$ cat src/hw/rtl/rcd_pkg.sv
`timescale 1ns / 1ps

package rcd_pkg;

  localparam int FRAME_LEN = 18;
  localparam int POS_W = $clog2(FRAME_LEN + 1);
  localparam int QUEUE_DEPTH = 2;
  localparam logic [1:0] SW_UP = 2'd1;
  localparam logic [3:0] THRESHOLD_RESET = 4'd5;

  typedef struct packed {
    logic [7:0] rx_byte;
    logic       frame_start;
  } in_word_t;

  typedef struct packed {
    logic [10:0]        stick_ch0;
    logic [10:0]        stick_ch1;
    logic [10:0]        stick_ch2;
    logic [10:0]        stick_ch3;
    logic [10:0]        wheel_ch;
    logic [1:0]         raw_right;
    logic [1:0]         raw_left;
    logic signed [15:0] mouse_x;
    logic signed [15:0] mouse_y;
    logic signed [15:0] mouse_z;
    logic [15:0]        mouse_press;
    logic [15:0]        key_map;
  } frame_t;

  typedef struct packed {
    logic [10:0]        stick_ch0;
    logic [10:0]        stick_ch1;
    logic [10:0]        stick_ch2;
    logic [10:0]        stick_ch3;
    logic [10:0]        wheel_ch;
    logic [1:0]         right_sw;
    logic [1:0]         left_sw;
    logic signed [15:0] mouse_x;
    logic signed [15:0] mouse_y;
    logic signed [15:0] mouse_z;
    logic [15:0]        mouse_press;
    logic [15:0]        key_map;
  } out_word_t;

endpackage

$ cat src/hw/rtl/rcd_front.sv
`timescale 1ns / 1ps

module rcd_front (
  input  logic              clk,
  input  logic              rst_n,
  input  logic              byte_valid,
  input  rcd_pkg::in_word_t byte_word,
  output logic              frame_valid,
  output rcd_pkg::frame_t   frame
);

  localparam int STORE_LEN = rcd_pkg::FRAME_LEN - 1;

  logic [7:0]              store_r [STORE_LEN];
  logic [rcd_pkg::POS_W-1:0] pos_r;
  logic [rcd_pkg::POS_W-1:0] pos_nxt;
  logic [rcd_pkg::POS_W-1:0] pos_eff;
  logic                      in_frame;
  logic                      last_byte;
  logic [7:0]                b17;

  assign pos_eff   = byte_word.frame_start ? '0 : pos_r;
  assign in_frame  = pos_eff < rcd_pkg::POS_W'(rcd_pkg::FRAME_LEN);
  assign last_byte = pos_eff == rcd_pkg::POS_W'(STORE_LEN);

  always_comb begin
    pos_nxt = pos_r;
    if (byte_valid && in_frame) begin
      pos_nxt = pos_eff + 1'b1;
    end
  end

  always_ff @(posedge clk) begin
    if (!rst_n) begin
      pos_r <= rcd_pkg::POS_W'(rcd_pkg::FRAME_LEN);
    end else begin
      pos_r <= pos_nxt;
    end
  end

  always_ff @(posedge clk) begin
    if (byte_valid && in_frame && !last_byte) begin
      store_r[pos_eff] <= byte_word.rx_byte;
    end
  end

  // The final byte is taken straight from the input, so the frame is complete this cycle.
  assign b17         = byte_word.rx_byte;
  assign frame_valid = byte_valid && in_frame && last_byte;

  always_comb begin
    frame.stick_ch0   = {store_r[1][2:0], store_r[0]};
    frame.stick_ch1   = {store_r[2][5:0], store_r[1][7:3]};
    frame.stick_ch2   = {store_r[4][0], store_r[3], store_r[2][7:6]};
    frame.stick_ch3   = {store_r[5][3:0], store_r[4][7:1]};
    frame.wheel_ch    = {b17[2:0], store_r[16]};
    frame.raw_right   = store_r[5][5:4];
    frame.raw_left    = store_r[5][7:6];
    frame.mouse_x     = {store_r[7], store_r[6]};
    frame.mouse_y     = {store_r[9], store_r[8]};
    frame.mouse_z     = {store_r[11], store_r[10]};
    frame.mouse_press = {store_r[13], store_r[12]};
    frame.key_map     = {store_r[15], store_r[14]};
  end

endmodule

$ cat src/hw/rtl/rcd_fifo.sv
`timescale 1ns / 1ps

module rcd_fifo #(
  parameter int DEPTH = rcd_pkg::QUEUE_DEPTH
) (
  input  logic            clk,
  input  logic            rst_n,
  input  logic            wr_en,
  input  rcd_pkg::frame_t wr_data,
  output logic            full,
  input  logic            rd_en,
  output logic            empty,
  output rcd_pkg::frame_t rd_data
);

  localparam int PTR_W = (DEPTH > 1) ? $clog2(DEPTH) : 1;
  localparam int CNT_W = $clog2(DEPTH + 1);

  rcd_pkg::frame_t   mem_r [DEPTH];
  logic [PTR_W-1:0]  wr_ptr_r;
  logic [PTR_W-1:0]  wr_ptr_nxt;
  logic [PTR_W-1:0]  rd_ptr_r;
  logic [PTR_W-1:0]  rd_ptr_nxt;
  logic [CNT_W-1:0]  count_r;
  logic [CNT_W-1:0]  count_nxt;
  logic              do_wr;
  logic              do_rd;

  assign full    = count_r == CNT_W'(DEPTH);
  assign empty   = count_r == '0;
  assign do_wr   = wr_en && !full;
  assign do_rd   = rd_en && !empty;
  assign rd_data = mem_r[rd_ptr_r];

  always_comb begin
    wr_ptr_nxt = wr_ptr_r;
    rd_ptr_nxt = rd_ptr_r;
    count_nxt  = count_r;
    if (do_wr) begin
      wr_ptr_nxt = (wr_ptr_r == PTR_W'(DEPTH - 1)) ? '0 : wr_ptr_r + 1'b1;
    end
    if (do_rd) begin
      rd_ptr_nxt = (rd_ptr_r == PTR_W'(DEPTH - 1)) ? '0 : rd_ptr_r + 1'b1;
    end
    if (do_wr && !do_rd) begin
      count_nxt = count_r + 1'b1;
    end else if (do_rd && !do_wr) begin
      count_nxt = count_r - 1'b1;
    end
  end

  always_ff @(posedge clk) begin
    if (!rst_n) begin
      wr_ptr_r <= '0;
      rd_ptr_r <= '0;
      count_r  <= '0;
    end else begin
      wr_ptr_r <= wr_ptr_nxt;
      rd_ptr_r <= rd_ptr_nxt;
      count_r  <= count_nxt;
    end
  end

  always_ff @(posedge clk) begin
    if (do_wr) begin
      mem_r[wr_ptr_r] <= wr_data;
    end
  end

endmodule

$ cat src/hw/rtl/rcd_back.sv
`timescale 1ns / 1ps

module rcd_back (
  input  logic               clk,
  input  logic               rst_n,
  input  logic [3:0]         threshold,
  input  logic               q_empty,
  input  rcd_pkg::frame_t    q_data,
  output logic               q_pop,
  output logic               empty,
  input  logic               pop,
  output rcd_pkg::out_word_t out_data
);

  logic              out_valid_r;
  logic              out_valid_nxt;
  rcd_pkg::out_word_t out_data_r;
  logic [1:0]        prev_right_r, prev_right_nxt;
  logic [1:0]        prev_left_r, prev_left_nxt;
  logic [3:0]        cnt_right_r, cnt_right_nxt;
  logic [3:0]        cnt_left_r, cnt_left_nxt;
  logic [1:0]        held_right_r, held_right_nxt;
  logic [1:0]        held_left_r, held_left_nxt;

  assign q_pop    = !q_empty && (!out_valid_r || pop);
  assign empty    = !out_valid_r;
  assign out_data = out_data_r;

  always_comb begin
    cnt_right_nxt = cnt_right_r;
    cnt_left_nxt  = cnt_left_r;
    if (q_data.raw_right == prev_right_r) begin
      if (cnt_right_r < threshold) begin
        cnt_right_nxt = cnt_right_r + 1'b1;
      end
    end else begin
      cnt_right_nxt = '0;
    end
    if (q_data.raw_left == prev_left_r) begin
      if (cnt_left_r < threshold) begin
        cnt_left_nxt = cnt_left_r + 1'b1;
      end
    end else begin
      cnt_left_nxt = '0;
    end
    held_right_nxt = (cnt_right_nxt >= threshold) ? q_data.raw_right : held_right_r;
    held_left_nxt  = (cnt_left_nxt >= threshold) ? q_data.raw_left : held_left_r;
    prev_right_nxt = q_data.raw_right;
    prev_left_nxt  = q_data.raw_left;
  end

  always_comb begin
    out_valid_nxt = out_valid_r;
    if (q_pop) begin
      out_valid_nxt = 1'b1;
    end else if (pop) begin
      out_valid_nxt = 1'b0;
    end
  end

  always_ff @(posedge clk) begin
    if (!rst_n) begin
      out_valid_r  <= 1'b0;
      prev_right_r <= rcd_pkg::SW_UP;
      prev_left_r  <= rcd_pkg::SW_UP;
      cnt_right_r  <= '0;
      cnt_left_r   <= '0;
      held_right_r <= rcd_pkg::SW_UP;
      held_left_r  <= rcd_pkg::SW_UP;
    end else begin
      out_valid_r <= out_valid_nxt;
      if (q_pop) begin
        prev_right_r <= prev_right_nxt;
        prev_left_r  <= prev_left_nxt;
        cnt_right_r  <= cnt_right_nxt;
        cnt_left_r   <= cnt_left_nxt;
        held_right_r <= held_right_nxt;
        held_left_r  <= held_left_nxt;
      end
    end
  end

  always_ff @(posedge clk) begin
    if (q_pop) begin
      out_data_r.stick_ch0    <= q_data.stick_ch0;
      out_data_r.stick_ch1    <= q_data.stick_ch1;
      out_data_r.stick_ch2    <= q_data.stick_ch2;
      out_data_r.stick_ch3    <= q_data.stick_ch3;
      out_data_r.wheel_ch     <= q_data.wheel_ch;
      out_data_r.right_sw     <= held_right_nxt;
      out_data_r.left_sw      <= held_left_nxt;
      out_data_r.mouse_x      <= q_data.mouse_x;
      out_data_r.mouse_y      <= q_data.mouse_y;
      out_data_r.mouse_z      <= q_data.mouse_z;
      out_data_r.mouse_press  <= q_data.mouse_press;
      out_data_r.key_map      <= q_data.key_map;
    end
  end

endmodule

$ cat src/hw/rtl/rc_dbus_frame_decoder.sv
`timescale 1ns / 1ps

// Decoder for 18-byte remote-control receiver frames. Push one received byte per word, with
// frame_start set on the first byte of each frame; a start flag always restarts the frame, and
// bytes after the eighteenth are dropped until the next start. The eighteenth byte produces one
// decoded word with the stick and wheel channels, mouse data, key bitmap and the two debounced
// switch positions. A byte is taken every cycle while full is low; full rises only when the
// two-frame queue between the byte assembler and the debounce stage is full, which happens only
// while the output word waits unpopped. A decoded word is written into the queue at the clock
// edge that accepts its last byte, and is registered into the output word when the debounce
// stage pops it from the queue. Write the debounce threshold only while no frame is in flight.
module rc_dbus_frame_decoder #(
  parameter int QUEUE_DEPTH = rcd_pkg::QUEUE_DEPTH
) (
  input  logic               clk,
  input  logic               rst_n,
  input  logic               push,
  output logic               full,
  input  rcd_pkg::in_word_t  in_data,
  output logic               empty,
  input  logic               pop,
  output rcd_pkg::out_word_t out_data,
  input  logic               cfg_wr_en,
  input  logic [3:0]         cfg_wr_data
);

  logic [3:0]      thr_r;
  logic            byte_valid;
  logic            frame_valid;
  rcd_pkg::frame_t frame;
  logic            q_full;
  logic            q_empty;
  logic            q_pop;
  rcd_pkg::frame_t q_data;

  assign full       = q_full;
  assign byte_valid = push && !full;

  always_ff @(posedge clk) begin
    if (!rst_n) begin
      thr_r <= rcd_pkg::THRESHOLD_RESET;
    end else if (cfg_wr_en) begin
      thr_r <= cfg_wr_data;
    end
  end

  rcd_front u_front (
    .clk         (clk),
    .rst_n       (rst_n),
    .byte_valid  (byte_valid),
    .byte_word   (in_data),
    .frame_valid (frame_valid),
    .frame       (frame)
  );

  rcd_fifo #(
    .DEPTH (QUEUE_DEPTH)
  ) u_fifo (
    .clk     (clk),
    .rst_n   (rst_n),
    .wr_en   (frame_valid),
    .wr_data (frame),
    .full    (q_full),
    .rd_en   (q_pop),
    .empty   (q_empty),
    .rd_data (q_data)
  );

  rcd_back u_back (
    .clk       (clk),
    .rst_n     (rst_n),
    .threshold (thr_r),
    .q_empty   (q_empty),
    .q_data    (q_data),
    .q_pop     (q_pop),
    .empty     (empty),
    .pop       (pop),
    .out_data  (out_data)
  );

endmodule
$ cat config.mk
export PLATFORM = sky130hd
export DESIGN_NAME = rc_dbus_frame_decoder
export DESIGN_NICKNAME = d
export VERILOG_FILES = /design/src/hw/rtl/rcd_pkg.sv /design/src/hw/rtl/rcd_front.sv /design/src/hw/rtl/rcd_fifo.sv /design/src/hw/rtl/rcd_back.sv /design/src/hw/rtl/rc_dbus_frame_decoder.sv
export SDC_FILE = /design/constraint.sdc
export NUM_CORES = 1
export LEC_CHECK = 0
export ABC_CLOCK_PERIOD_IN_PS = 58900
export BUFFER_PORTS_ARGS = -buffer_cell sky130_fd_sc_hd__buf_2
export CORE_ASPECT_RATIO = 1.5
export CORE_UTILIZATION = 63
export DETAILED_ROUTE_END_ITERATION = 8
export GPL_TIMING_DRIVEN = 0
export PLACE_DENSITY = 0.83
export SLEW_MARGIN = 20
export SYNTH_ARGS = -nofsm -noshare
export SYNTH_HDL_FRONTEND = slang
export SYNTH_SLANG_ARGS = --single-unit
$ cat constraint.sdc
create_clock -name clk -period 58.9 [get_ports clk]
set_input_delay 11.78 -clock clk [delete_from_list [all_inputs] [get_ports clk]]
set_output_delay 11.78 -clock clk [all_outputs]
set_load 0.01 [all_outputs]
# Yosys cells after proc, flatten, opt, wreduce, memory -nomap -nowiden
# Memories as Yosys holds them, arrays and structs flattened. A register that Yosys moved wholly into a read port is not among the register bits.
# Index checks and enable logic that the tools add are counted.
# Widths: inputs -> output; s select.
# classes
add_sub_neg	7
n_lt_le_gt_ge	5
eq_ne	4
reduce_logical	19
mux	19
# ops
op	count
$mux 4	4
$mux 1	10
$logic_and 1x1->1	9
$add 4x1->4 const B	2
$ge 4x4->1	2
$lt 4x4->1	2
$mux 2	4
$logic_not 1->1	6
$add 5x1->5 const B	1
$eq 5x5->1 const B	1
$lt 5x5->1 const B	1
$mux 5	1
$eq 2x2->1	2
$reduce_bool 2->1	2
$add 1x1->1 const B	2
$add 2x1->2 const B	1
$eq 2x2->1 const B	1
$logic_not 2->1	1
$sub 2x1->2 const B	1
$logic_or 1x1->1	1
# word_totals
n_memories	2
ram_bits	414
output_inout_bits	141
ff_bits	169
# memory_table
name	depth	width	read_ports	rd_clocked_by_memory_dff	wr	line	source
u_fifo.mem_r	2	139	1	1	1	rcd_fifo.sv:19	rcd_pkg::frame_t mem_r [DEPTH];
u_front.store_r	17	8	17	0	1	rcd_front.sv:14	logic [7:0] store_r [STORE_LEN];

# Logic depth before layout (Yosys ltp)
# Gate-level depths: netlist of run 1.
# depth
ltp_word	10
depth_mapped	13
depth_no_buf	13

# Hierarchy
# A second synthesis of run 1 with hierarchy kept.
# unflattened
cells_unflattened	1015
area_unflattened_um2	20821.2
# modules_own_cells
mod	cells_per_inst	n_inst	area_each_um2	seq_area_each_um2
rcd_fifo	457	1	10296.1	8448.1
rcd_back	334	1	5749.3	4514.3
rcd_front	210	1	4624.4	4184.0
rc_dbus_frame_decoder	14	1	151.4	80.1

# Worst setup path before layout of run 1
# Ideal clock, no wire load.
# synth_path
kind	input to register
from	input port in_data[0] in the netlist's numbering
to	memory u_fifo.mem_r[0][0] in the netlist's numbering, enable pin
setup_ps	978
n_path_buf	1
arrival_time_ps	25735
slack_ps	32186
path_stages	6
cell_sequence	clkbuf_1 > nor2b_1 > inv_1 > ha_1 > nand3_1 > nor4_1
# synth_via
elab_chain_cells	7
elab_cells_between_ends	8
cone_classes	order compare (1); eq/ne (1); mux (3); reduce/logical (3)
# synth_lines
item	line	source
start, declared	rc_dbus_frame_decoder.sv:19	input rcd_pkg::in_word_t in_data,
$mux 5 (*)	rcd_front.sv:22	assign pos_eff = byte_word.frame_start ? '0 : pos_r;
$lt 5x5->1	rcd_front.sv:23	assign in_frame = pos_eff < rcd_pkg::POS_W'(rcd_pkg::FRAME_LEN);
$logic_and 1x1->1	rcd_front.sv:49	assign frame_valid = byte_valid && in_frame && last_byte;
$logic_and 1x1->1 (*)	rcd_front.sv:49	
$logic_and 1x1->1 (*)	rcd_fifo.sv:31	assign do_wr = wr_en && !full;
$mux 1 (*)	rcd_fifo.sv:65	if (do_wr) begin
$mux 1 (implied by the code) (*)	rcd_fifo.sv:66	mem_r[wr_ptr_r] <= wr_data;
end, declared	rcd_fifo.sv:19	
# Every way passes the cells marked *; elsewhere a longest branch is shown, timed or not.

# Worst setup path after layout of run 1
# layout_path
from	input port in_data[0] in the netlist's numbering
to	memory u_fifo.mem_r[0][133] in the netlist's numbering, enable pin
# Same word-level chain as after synthesis.

==> key figures, run 1 <==
Synthesis
  • Avg Cell Area, Syn: 20.9 um2
  • FF+latch count, synth: 584
  • Main combinational cell family by area after synthesis: multiplexers
  • Post-synthesis instance total: 979
  • Sequential element share of the synthesized area: 84.4%
  • Adder-cell share of the synthesized area: 1.29%
  • Post-Synth Simple-Gate Area: 3.24%
  • Ys async rst share: 0%
  • Post-synth EDFFs: 553
  • Area leader, netlist: edfxtp_1
  • Post-Syn Area: 0.0204 mm2
  • Area contributors post-synth: edfxtp_1 81%, mux2_2 7.8%, dfxtp_1 3.0%, ha_1 1.3%, nor2_1 0.75%
  • Syn Nets: 1,018
  • Share of the synthesized area in the top cell type: 81.3%
  • Yosys cell types: 46
  • Synth Area in XOR/XNOR: 0.674%
  • Ys flop type: edfxtp_1
  • Multiplexer share of the synthesized area: 8.25%
  • Synth Warn #: 0
  • Compound-cell area share of the yosys netlist: 1.45%

Timing
  • Worst relative slew slack: 36.3%
  • Final Hold Viols: 0
  • Setup violations, final: 0
  • Period utilisation layout: 24.4%
  • Worst Skew: 0.0150 ns
  • Max-slew violations: 0
  • Fmax achieved: 0.0697 GHz
  • Post-layout min period: 14.35 ns
  • Setup repair after global routing missed its margin: no
  • Setup TNS: 0 ns
  • Worst-Margin Slew: 0.953 ns

Worst setup path
  • R2R setup slack: 55.43 ns
  • Arrival @ worst endpoint: 14.63 ns
  • Buf/Inv on CP: 8
  • Crit. End Element: register
  • CP top delay family: buffers and inverters
  • Worst Path Max Fanout: 10
  • Crit path kind: in2reg
  • Startpoint types: input pin
  • CP dominant cell by count: buf_2
  • Reg2reg end: u_back.out_data[81]$_DFFE_PP_
  • Crit-path cells: buf_2 -> clkbuf_1 -> nor2b_1 -> inv_1 -> ha_1 -> nand3_1 -> nor4_2 -> buf_4 -> buf_2 -> buf_2 -> buf_2 -> buf_4
  • Slowest CP cell: nor4_2
  • R2R cell count: 12
  • CP Data Required Time: 59.18 ns
  • R2R Path Start: thr_r[3]$_SDFFE_PN0P_
  • Delay of the slowest critical-path stage: 0.52 ns

Routing
  • DRC: 0
  • Number of antenna-violating nets in the routed design: 0
  • Vias: 9,632
  • Drt total wl: 38.6 mm
  • Initial drt markers: 697
  • First drt pass iteration count: 7
  • Vias per inst: 5.78
  • WL per Instance: 23.2 um

Hold path
  • Hold Path End: u_fifo.mem_r[1][76]$_DFFE_PP_
  • Worst min path class: reg2reg
  • Hold depth: 0
  • Min-delay src: u_front.store_r[7][4]$_DFFE_PP_

Run
  • Max cap viols: 0

Global routing
  • Vias in the first global route: 9,717
  • Grt ovf: 0
  • Initial antenna violation count: 0
  • Largest net degree at the start of global routing: 53
  • First-pass GRT wire length: 57.1 mm
  • GRT Total Usage: 23.8%

Place
  • PortBufs: 156
  • Placer Congestion: 0.804
  • Post-DP HPWL: 22.9 mm

Pwr
  • PD cells: 44.3 mW/mm2
  • Total power draw: 1.04 mW
  • P_leak: 8.02 nW
  • Max IR drop VDD: 0.0000410 V

Clock network
  • Worst-Skew Late Latency: 0.56 ns
  • CTS Buffer Depth: 3
  • CTS Hold Buffers Added: 0
  • Postcts setup bufs: 0
  • Clk root buf: clkbuf_16
  • H-tree depth reported by CTS: 2
  • Total clock sinks: 584
  • Post-CTS sizing: 0
  • CTS Buf Count: 48
  • CTS tree: done
  • Clock-pin slew on the worst setup and hold paths: 0.07 ns

Floorplanning
  • Core Footprint: 0.0318 mm2
  • Number of core rows: 80
  • Ports: 159
  • Die Span Y: 222 um
  • Die width: 149 um
  • Die footprint: 0.0331 mm2
  • Initial Utilization: 64.1%

Finish
  • Nets@finish: 1,255
  • Area delta synth->final: 15.5%
  • Util after Layout: 74.1%
  • Layout cells sized above 1: 33.9%

Run status
  • Outcome: completed
## layer usage
metal / vias to the layer above / GRT usage, % / part of all wire [%]
met5: - / 0 / 0
met4: 0 / 12.4 / 4.8
met3: 114 / 3.88 / 5.9
met2: 417 / 41.1 / 53
met1: 4811 / 28.7 / 37
li1: 4290 / - / -
## power breakdown
part | internal, mW | total [mW] | leakage, nW | switching [mW]
clock | 0.178 | 0.318 | 0.763 | 0.140
combinational | 0.0732 | 0.190 | 1.98 | 0.117
sequential | 0.516 | 0.535 | 5.28 | 0.0194
total | 0.767 | 1.04 | 8.02 | 0.276
## cells by family (layout without fill, tap and decap cells)
group,count (synthesis),count (layout)
simple gates,133,133
buf+inv,35,311
mux,150,150
xor+xnor,14,14
other cells,0,1
fa+ha+maj,21,21
compound gates,42,42
flops,584,584
## cell type report
cell class	count	area (um2)
inverter	10	42.5
buffer	25	111
multi-input combinational	360	3060
antenna	1	2.50
clock inverter	28	285
clock buffer	61	1290
tap	410	513
fill	1705	8250
sequential	584	17200
timing repair buffer	187	1050
## per-stage QoR
step	setup WS, ns	hold slack, ns	cell area [um2]	cells
global placement	24.58	0.422	21700	1545
detailed placement	44.08	0.429	22000	1576
CTS	44.61	0.441	23600	1665
finish	44.55	0.440	23600	1666
floorplan	32.19	0.421	20400	979
global route	44.41	0.448	23600	1665
## state kept, by name (all words and copies together), names as in the netlist, 4 cells and up, named ones only
signal	cells
u_fifo.mem_r	278
u_back.out_data	139
u_front.store_r	136
u_front.pos_r	5
thr_r	4
u_back.cnt_left_r	4
u_back.cnt_right_r	4
## layout by cell type (no fill, tap or decap), types with 19 or more instances in the layout
master / synthesis / layout
nand2_1: 27 / 27
clkbuf_1: 15 / 26
mux2_2: 142 / 142
dfxtp_1: 31 / 31
buf_2: 8 / 181
nand3_1: 19 / 19
ha_1: 21 / 21
edfxtp_1: 553 / 553
clkbuf_16: 0 / 50
nor2_1: 41 / 41
## cell usage after synthesis (2+ instances only)
master and n:
nor3_1 10, nand3_1 19, or4_1 2, xnor2_1 4, xor2_2 2, nor4_1 2, dfxtp_1 31, or3_1 5
mux2_2 142, a2111oi_4 2, a31oi_1 10, ha_1 21, inv_1 9, clkbuf_1 15, edfxtp_1 553, nor2_1 41
o21ai_0 10, or2_2 3, nand2_1 27, o211ai_1 3, and3_1 2, nor2b_1 2, buf_2 8, o21ai_1 5
nand2b_1 5, nand3b_1 2, mux2i_1 7, xor2_1 8, a21oi_1 6, and2_1 2, nand4_1 6
## worst max-delay path by stage
stage                           from                             end  cells after the start
after global placement    in_data[0]   u_fifo.mem_r[0][65]$_DFFE_PP_                      7
after detailed placement  in_data[0]   u_fifo.mem_r[0][65]$_DFFE_PP_                     12
after global routing      in_data[0]  u_fifo.mem_r[0][128]$_DFFE_PP_                     12
final                     in_data[0]  u_fifo.mem_r[0][133]$_DFFE_PP_                     12
after CTS                 in_data[0]  u_fifo.mem_r[0][128]$_DFFE_PP_                     12
after floorplan           in_data[0]    u_fifo.mem_r[0][0]$_DFFE_PP_                      6
(Power assumes the default switching activity.)
==> inputs of run 2 (changes only) <==
--- a/config.mk
+++ b/config.mk
@@ -5,13 +5,13 @@
 export SDC_FILE = /design/constraint.sdc
 export NUM_CORES = 1
 export LEC_CHECK = 0
-export ABC_CLOCK_PERIOD_IN_PS = 58900
+export ABC_CLOCK_PERIOD_IN_PS = 13900
 export BUFFER_PORTS_ARGS = -buffer_cell sky130_fd_sc_hd__buf_2
 export CORE_ASPECT_RATIO = 1.5
-export CORE_UTILIZATION = 63
+export CORE_UTILIZATION = 59
 export DETAILED_ROUTE_END_ITERATION = 8
 export GPL_TIMING_DRIVEN = 0
-export PLACE_DENSITY = 0.83
+export PLACE_DENSITY = 0.79
 export SLEW_MARGIN = 20
 export SYNTH_ARGS = -nofsm -noshare
 export SYNTH_HDL_FRONTEND = slang
==> constraint.sdc (replaced) <==
create_clock -name clk -period 13.9 [get_ports clk]
set_input_delay 2.78 -clock clk [delete_from_list [all_inputs] [get_ports clk]]
set_output_delay 2.78 -clock clk [all_outputs]
set_load 0.01 [all_outputs]
==> run 2 against run 1 <==
Net effect: sequential power grew to 4.2 times the previous value; global-route usage shrank 3.5 points; clock power grew to 4.2 times the previous value; critical endpoint is now u_fifo.mem_r[0][135]$_DFFE_PP_; combinational power grew to 4.2 times the previous value; total power grew to 4.2 times the previous value; worst setup slack lost 36 ns; cell count grew 0.24%.
==> key figures, run 2 (synthesis gave the netlist of run 1 again) <==
Floorplanning
  • Die width: 154 um (was 149 um)
  • Ports: 159 (unchanged)
  • Initial Utilization: 59.8% (was 64.1%)
  • Core Footprint: 0.0342 mm2 (was 0.0318 mm2)
  • Die Span Y: 230 um (was 222 um)
  • Die footprint: 0.0354 mm2 (was 0.0331 mm2)
  • Number of core rows: 83 (was 80)

Clock network
  • Total clock sinks: 584 (unchanged)
  • CTS Buf Count: 49 (was 48)
  • Worst-Skew Late Latency: 0.57 ns (was 0.56 ns)
  • CTS Hold Buffers Added: 0 (unchanged)
  • Clock-pin slew on the worst setup and hold paths: 0.06 ns (was 0.07 ns)
  • Postcts setup bufs: 0 (unchanged)
  • Post-CTS sizing: 0 (unchanged)
  • H-tree depth reported by CTS: 2 (unchanged)
  • Clk root buf: clkbuf_16 (unchanged)
  • CTS Buffer Depth: 3 (unchanged)
  • CTS tree: done (unchanged)

Place
  • Dpl cells: 1,580 (was 1,576)
  • Post-DP HPWL: 21.7 mm (was 22.9 mm)
  • Dpl ws: 8.32 ns (was 44.08 ns)
  • Placer Congestion: 0.801 (was 0.804)
  • PortBufs: 156 (unchanged)

Global routing
  • Initial antenna violation count: 0 (unchanged)
  • First-pass GRT wire length: 52.9 mm (was 57.1 mm)
  • Vias in the first global route: 9,343 (was 9,717)
  • GRT Total Usage: 20.3% (was 23.8%)
  • Largest net degree at the start of global routing: 59 (was 53)
  • Grt ovf: 0 (unchanged)

Finish
  • Biggest register: u_fifo.mem_r (unchanged)
  • Nets@finish: 1,245 (was 1,255)
  • Fillers: 2,030 (was 1,705)
  • Layout cells sized above 1: 33.3% (was 33.9%)
  • Fin cells: 1,670 (was 1,666)
  • Util after Layout: 69.1% (was 74.1%)
  • Area delta synth->final: 15.6% (was 15.5%)
  • Most frequent cells in the layout: 553 x edfxtp_1, 165 x buf_2, 142 x mux2_2, 51 x clkbuf_16, 41 x nor2_1 (was 553 x edfxtp_1, 181 x buf_2, 142 x mux2_2, 50 x clkbuf_16, 41 x nor2_1)
  • Antenna cell count: 0 (was 1)
  • Commonest non-fill, non-tap cell in the layout: edfxtp_1 (unchanged)
  • Max reg flops: 278 (unchanged)

Worst setup path
  • Startpoint types: input pin (unchanged)
  • Critical Path Sink: u_fifo.mem_r[0][135]$_DFFE_PP_ (was u_fifo.mem_r[0][133]$_DFFE_PP_)
  • R2R setup slack: 10.53 ns (was 55.43 ns)
  • Crit path kind: in2reg (unchanged)
  • Worst Setup SP: in_data[0] (unchanged)
  • CP Data Required Time: 14.18 ns (was 59.18 ns)
  • Crit. End Element: register (unchanged)
  • Arrival @ worst endpoint: 5.28 ns (was 14.63 ns)
  • R2R Path Start: thr_r[3]$_SDFFE_PN0P_ (unchanged)
  • Reg2reg end: u_back.out_data[81]$_DFFE_PP_ (unchanged)
  • R2R cell count: 12 (unchanged)
  • Worst Path Max Fanout: 11 (was 10)

Timing
  • Worst hold slack: 0.438 ns (was 0.440 ns)
  • Setup violations, final: 0 (unchanged)
  • Final Hold Viols: 0 (unchanged)
  • Crit path setup slack, layout: 8.90 ns (was 44.55 ns)
  • Worst relative slew slack: 35.4% (was 36.3%)
  • Max-slew violations: 0 (unchanged)
  • Setup repair after global routing missed its margin: no (unchanged)
  • Period utilisation layout: 36.0%
  • Fmax achieved: 0.200 GHz
  • Worst Skew: 0.0205 ns (was 0.0150 ns)
  • Setup TNS: 0 ns (unchanged)
  • Post-layout min period: 5.00 ns
  • Worst-Margin Slew: 0.966 ns (was 0.953 ns)

Pwr
  • P_leak: 7.98 nW (was 8.02 nW)
  • Max IR drop VDD: 0.000200 V (was 0.0000410 V)
  • PD cells: 186 mW/mm2 (was 44.3 mW/mm2)

Routing
  • First drt pass iteration count: 5 (was 7)
  • DRC: 0 (unchanged)
  • Vias per inst: 5.56 (was 5.78)
  • Drt total wl: 35.3 mm (was 38.6 mm)
  • WL per Instance: 21.1 um (was 23.2 um)
  • Initial drt markers: 618 (was 697)
  • Number of antenna-violating nets in the routed design: 0 (unchanged)
  • Vias: 9,281 (was 9,632)

Hold path
  • Worst min path class: reg2reg (unchanged)

Run
  • Max cap viols: 0 (unchanged)

Run status
  • Outcome: completed (unchanged)
-- run 2: cell type report --
class	count	area [um2]	share of cell area [%]
plain buffers	25	111	0.472
well taps	425	532	2.25
repair buffers	176	1050	4.44
inverters	10	42.5	0.180
clock buffers	61	1310	5.57
clock inverters	29	260	1.10
flip-flops and latches	584	17200	73.0
multi-input cells	360	3070	13.0
-- run 2: critical path: stages --
cell      delay [ns]
buf_2           0.12
clkbuf_1        0.31
nor2b_1         0.14
inv_1           0.10
ha_1            0.21
nand3_1         0.20
nor4_4          0.59
buf_6           0.24
buf_4           0.24
buf_6           0.18
buf_6           0.15
-- run 2: through the flow --
step | cell area (um2) | power, mW
CTS | 23600 | 4.44
global route | 23600 | 4.57
detailed placement | 22000 | 3.11
floorplan | 20400 | 2.81
global placement | 21700 | 3.11
finish | 23600 | 4.40
-- run 2: worst min-delay path by stage --
| stage | to | startpoint | cells after the start | slack [ns] |
|---|---|---|---|---|
| 2_1_floorplan | u_fifo.mem_r[0][0]$_DFFE_PP_ | u_front.store_r[14][0]$_DFFE_PP_ | 0 | 0.42 |
| 3_3_place_gp | u_fifo.mem_r[1][95]$_DFFE_PP_ | u_front.store_r[4][1]$_DFFE_PP_ | 0 | 0.42 |
| 3_5_place_dp | u_fifo.mem_r[1][91]$_DFFE_PP_ | u_front.store_r[16][7]$_DFFE_PP_ | 0 | 0.43 |
| 4_1_cts | u_fifo.mem_r[0][82]$_DFFE_PP_ | u_front.store_r[5][4]$_DFFE_PP_ | 0 | 0.44 |
| 5_1_grt | u_fifo.mem_r[0][77]$_DFFE_PP_ | u_front.store_r[7][5]$_DFFE_PP_ | 0 | 0.45 |
| 6_report | u_fifo.mem_r[1][74]$_DFFE_PP_ | u_front.store_r[7][2]$_DFFE_PP_ | 0 | 0.44 |
-- run 2: layer usage --
metal | vias up | routed length (um) | track usage (%)
li1 | 4271 | - | -
met1 | 4656 | 13500 | 24.4
met2 | 286 | 19200 | 36.6
met3 | 68 | 1470 | 2.92
met4 | 0 | 1160 | 8.75
met5 | - | 0 | 0
-- run 2: where the power goes --
group          leakage (nW)  internal, mW  switching (mW)
sequential             5.28          2.19          0.0749
combinational          1.93         0.313           0.491
clock                 0.768         0.749           0.582
total                  7.98          3.25            1.15
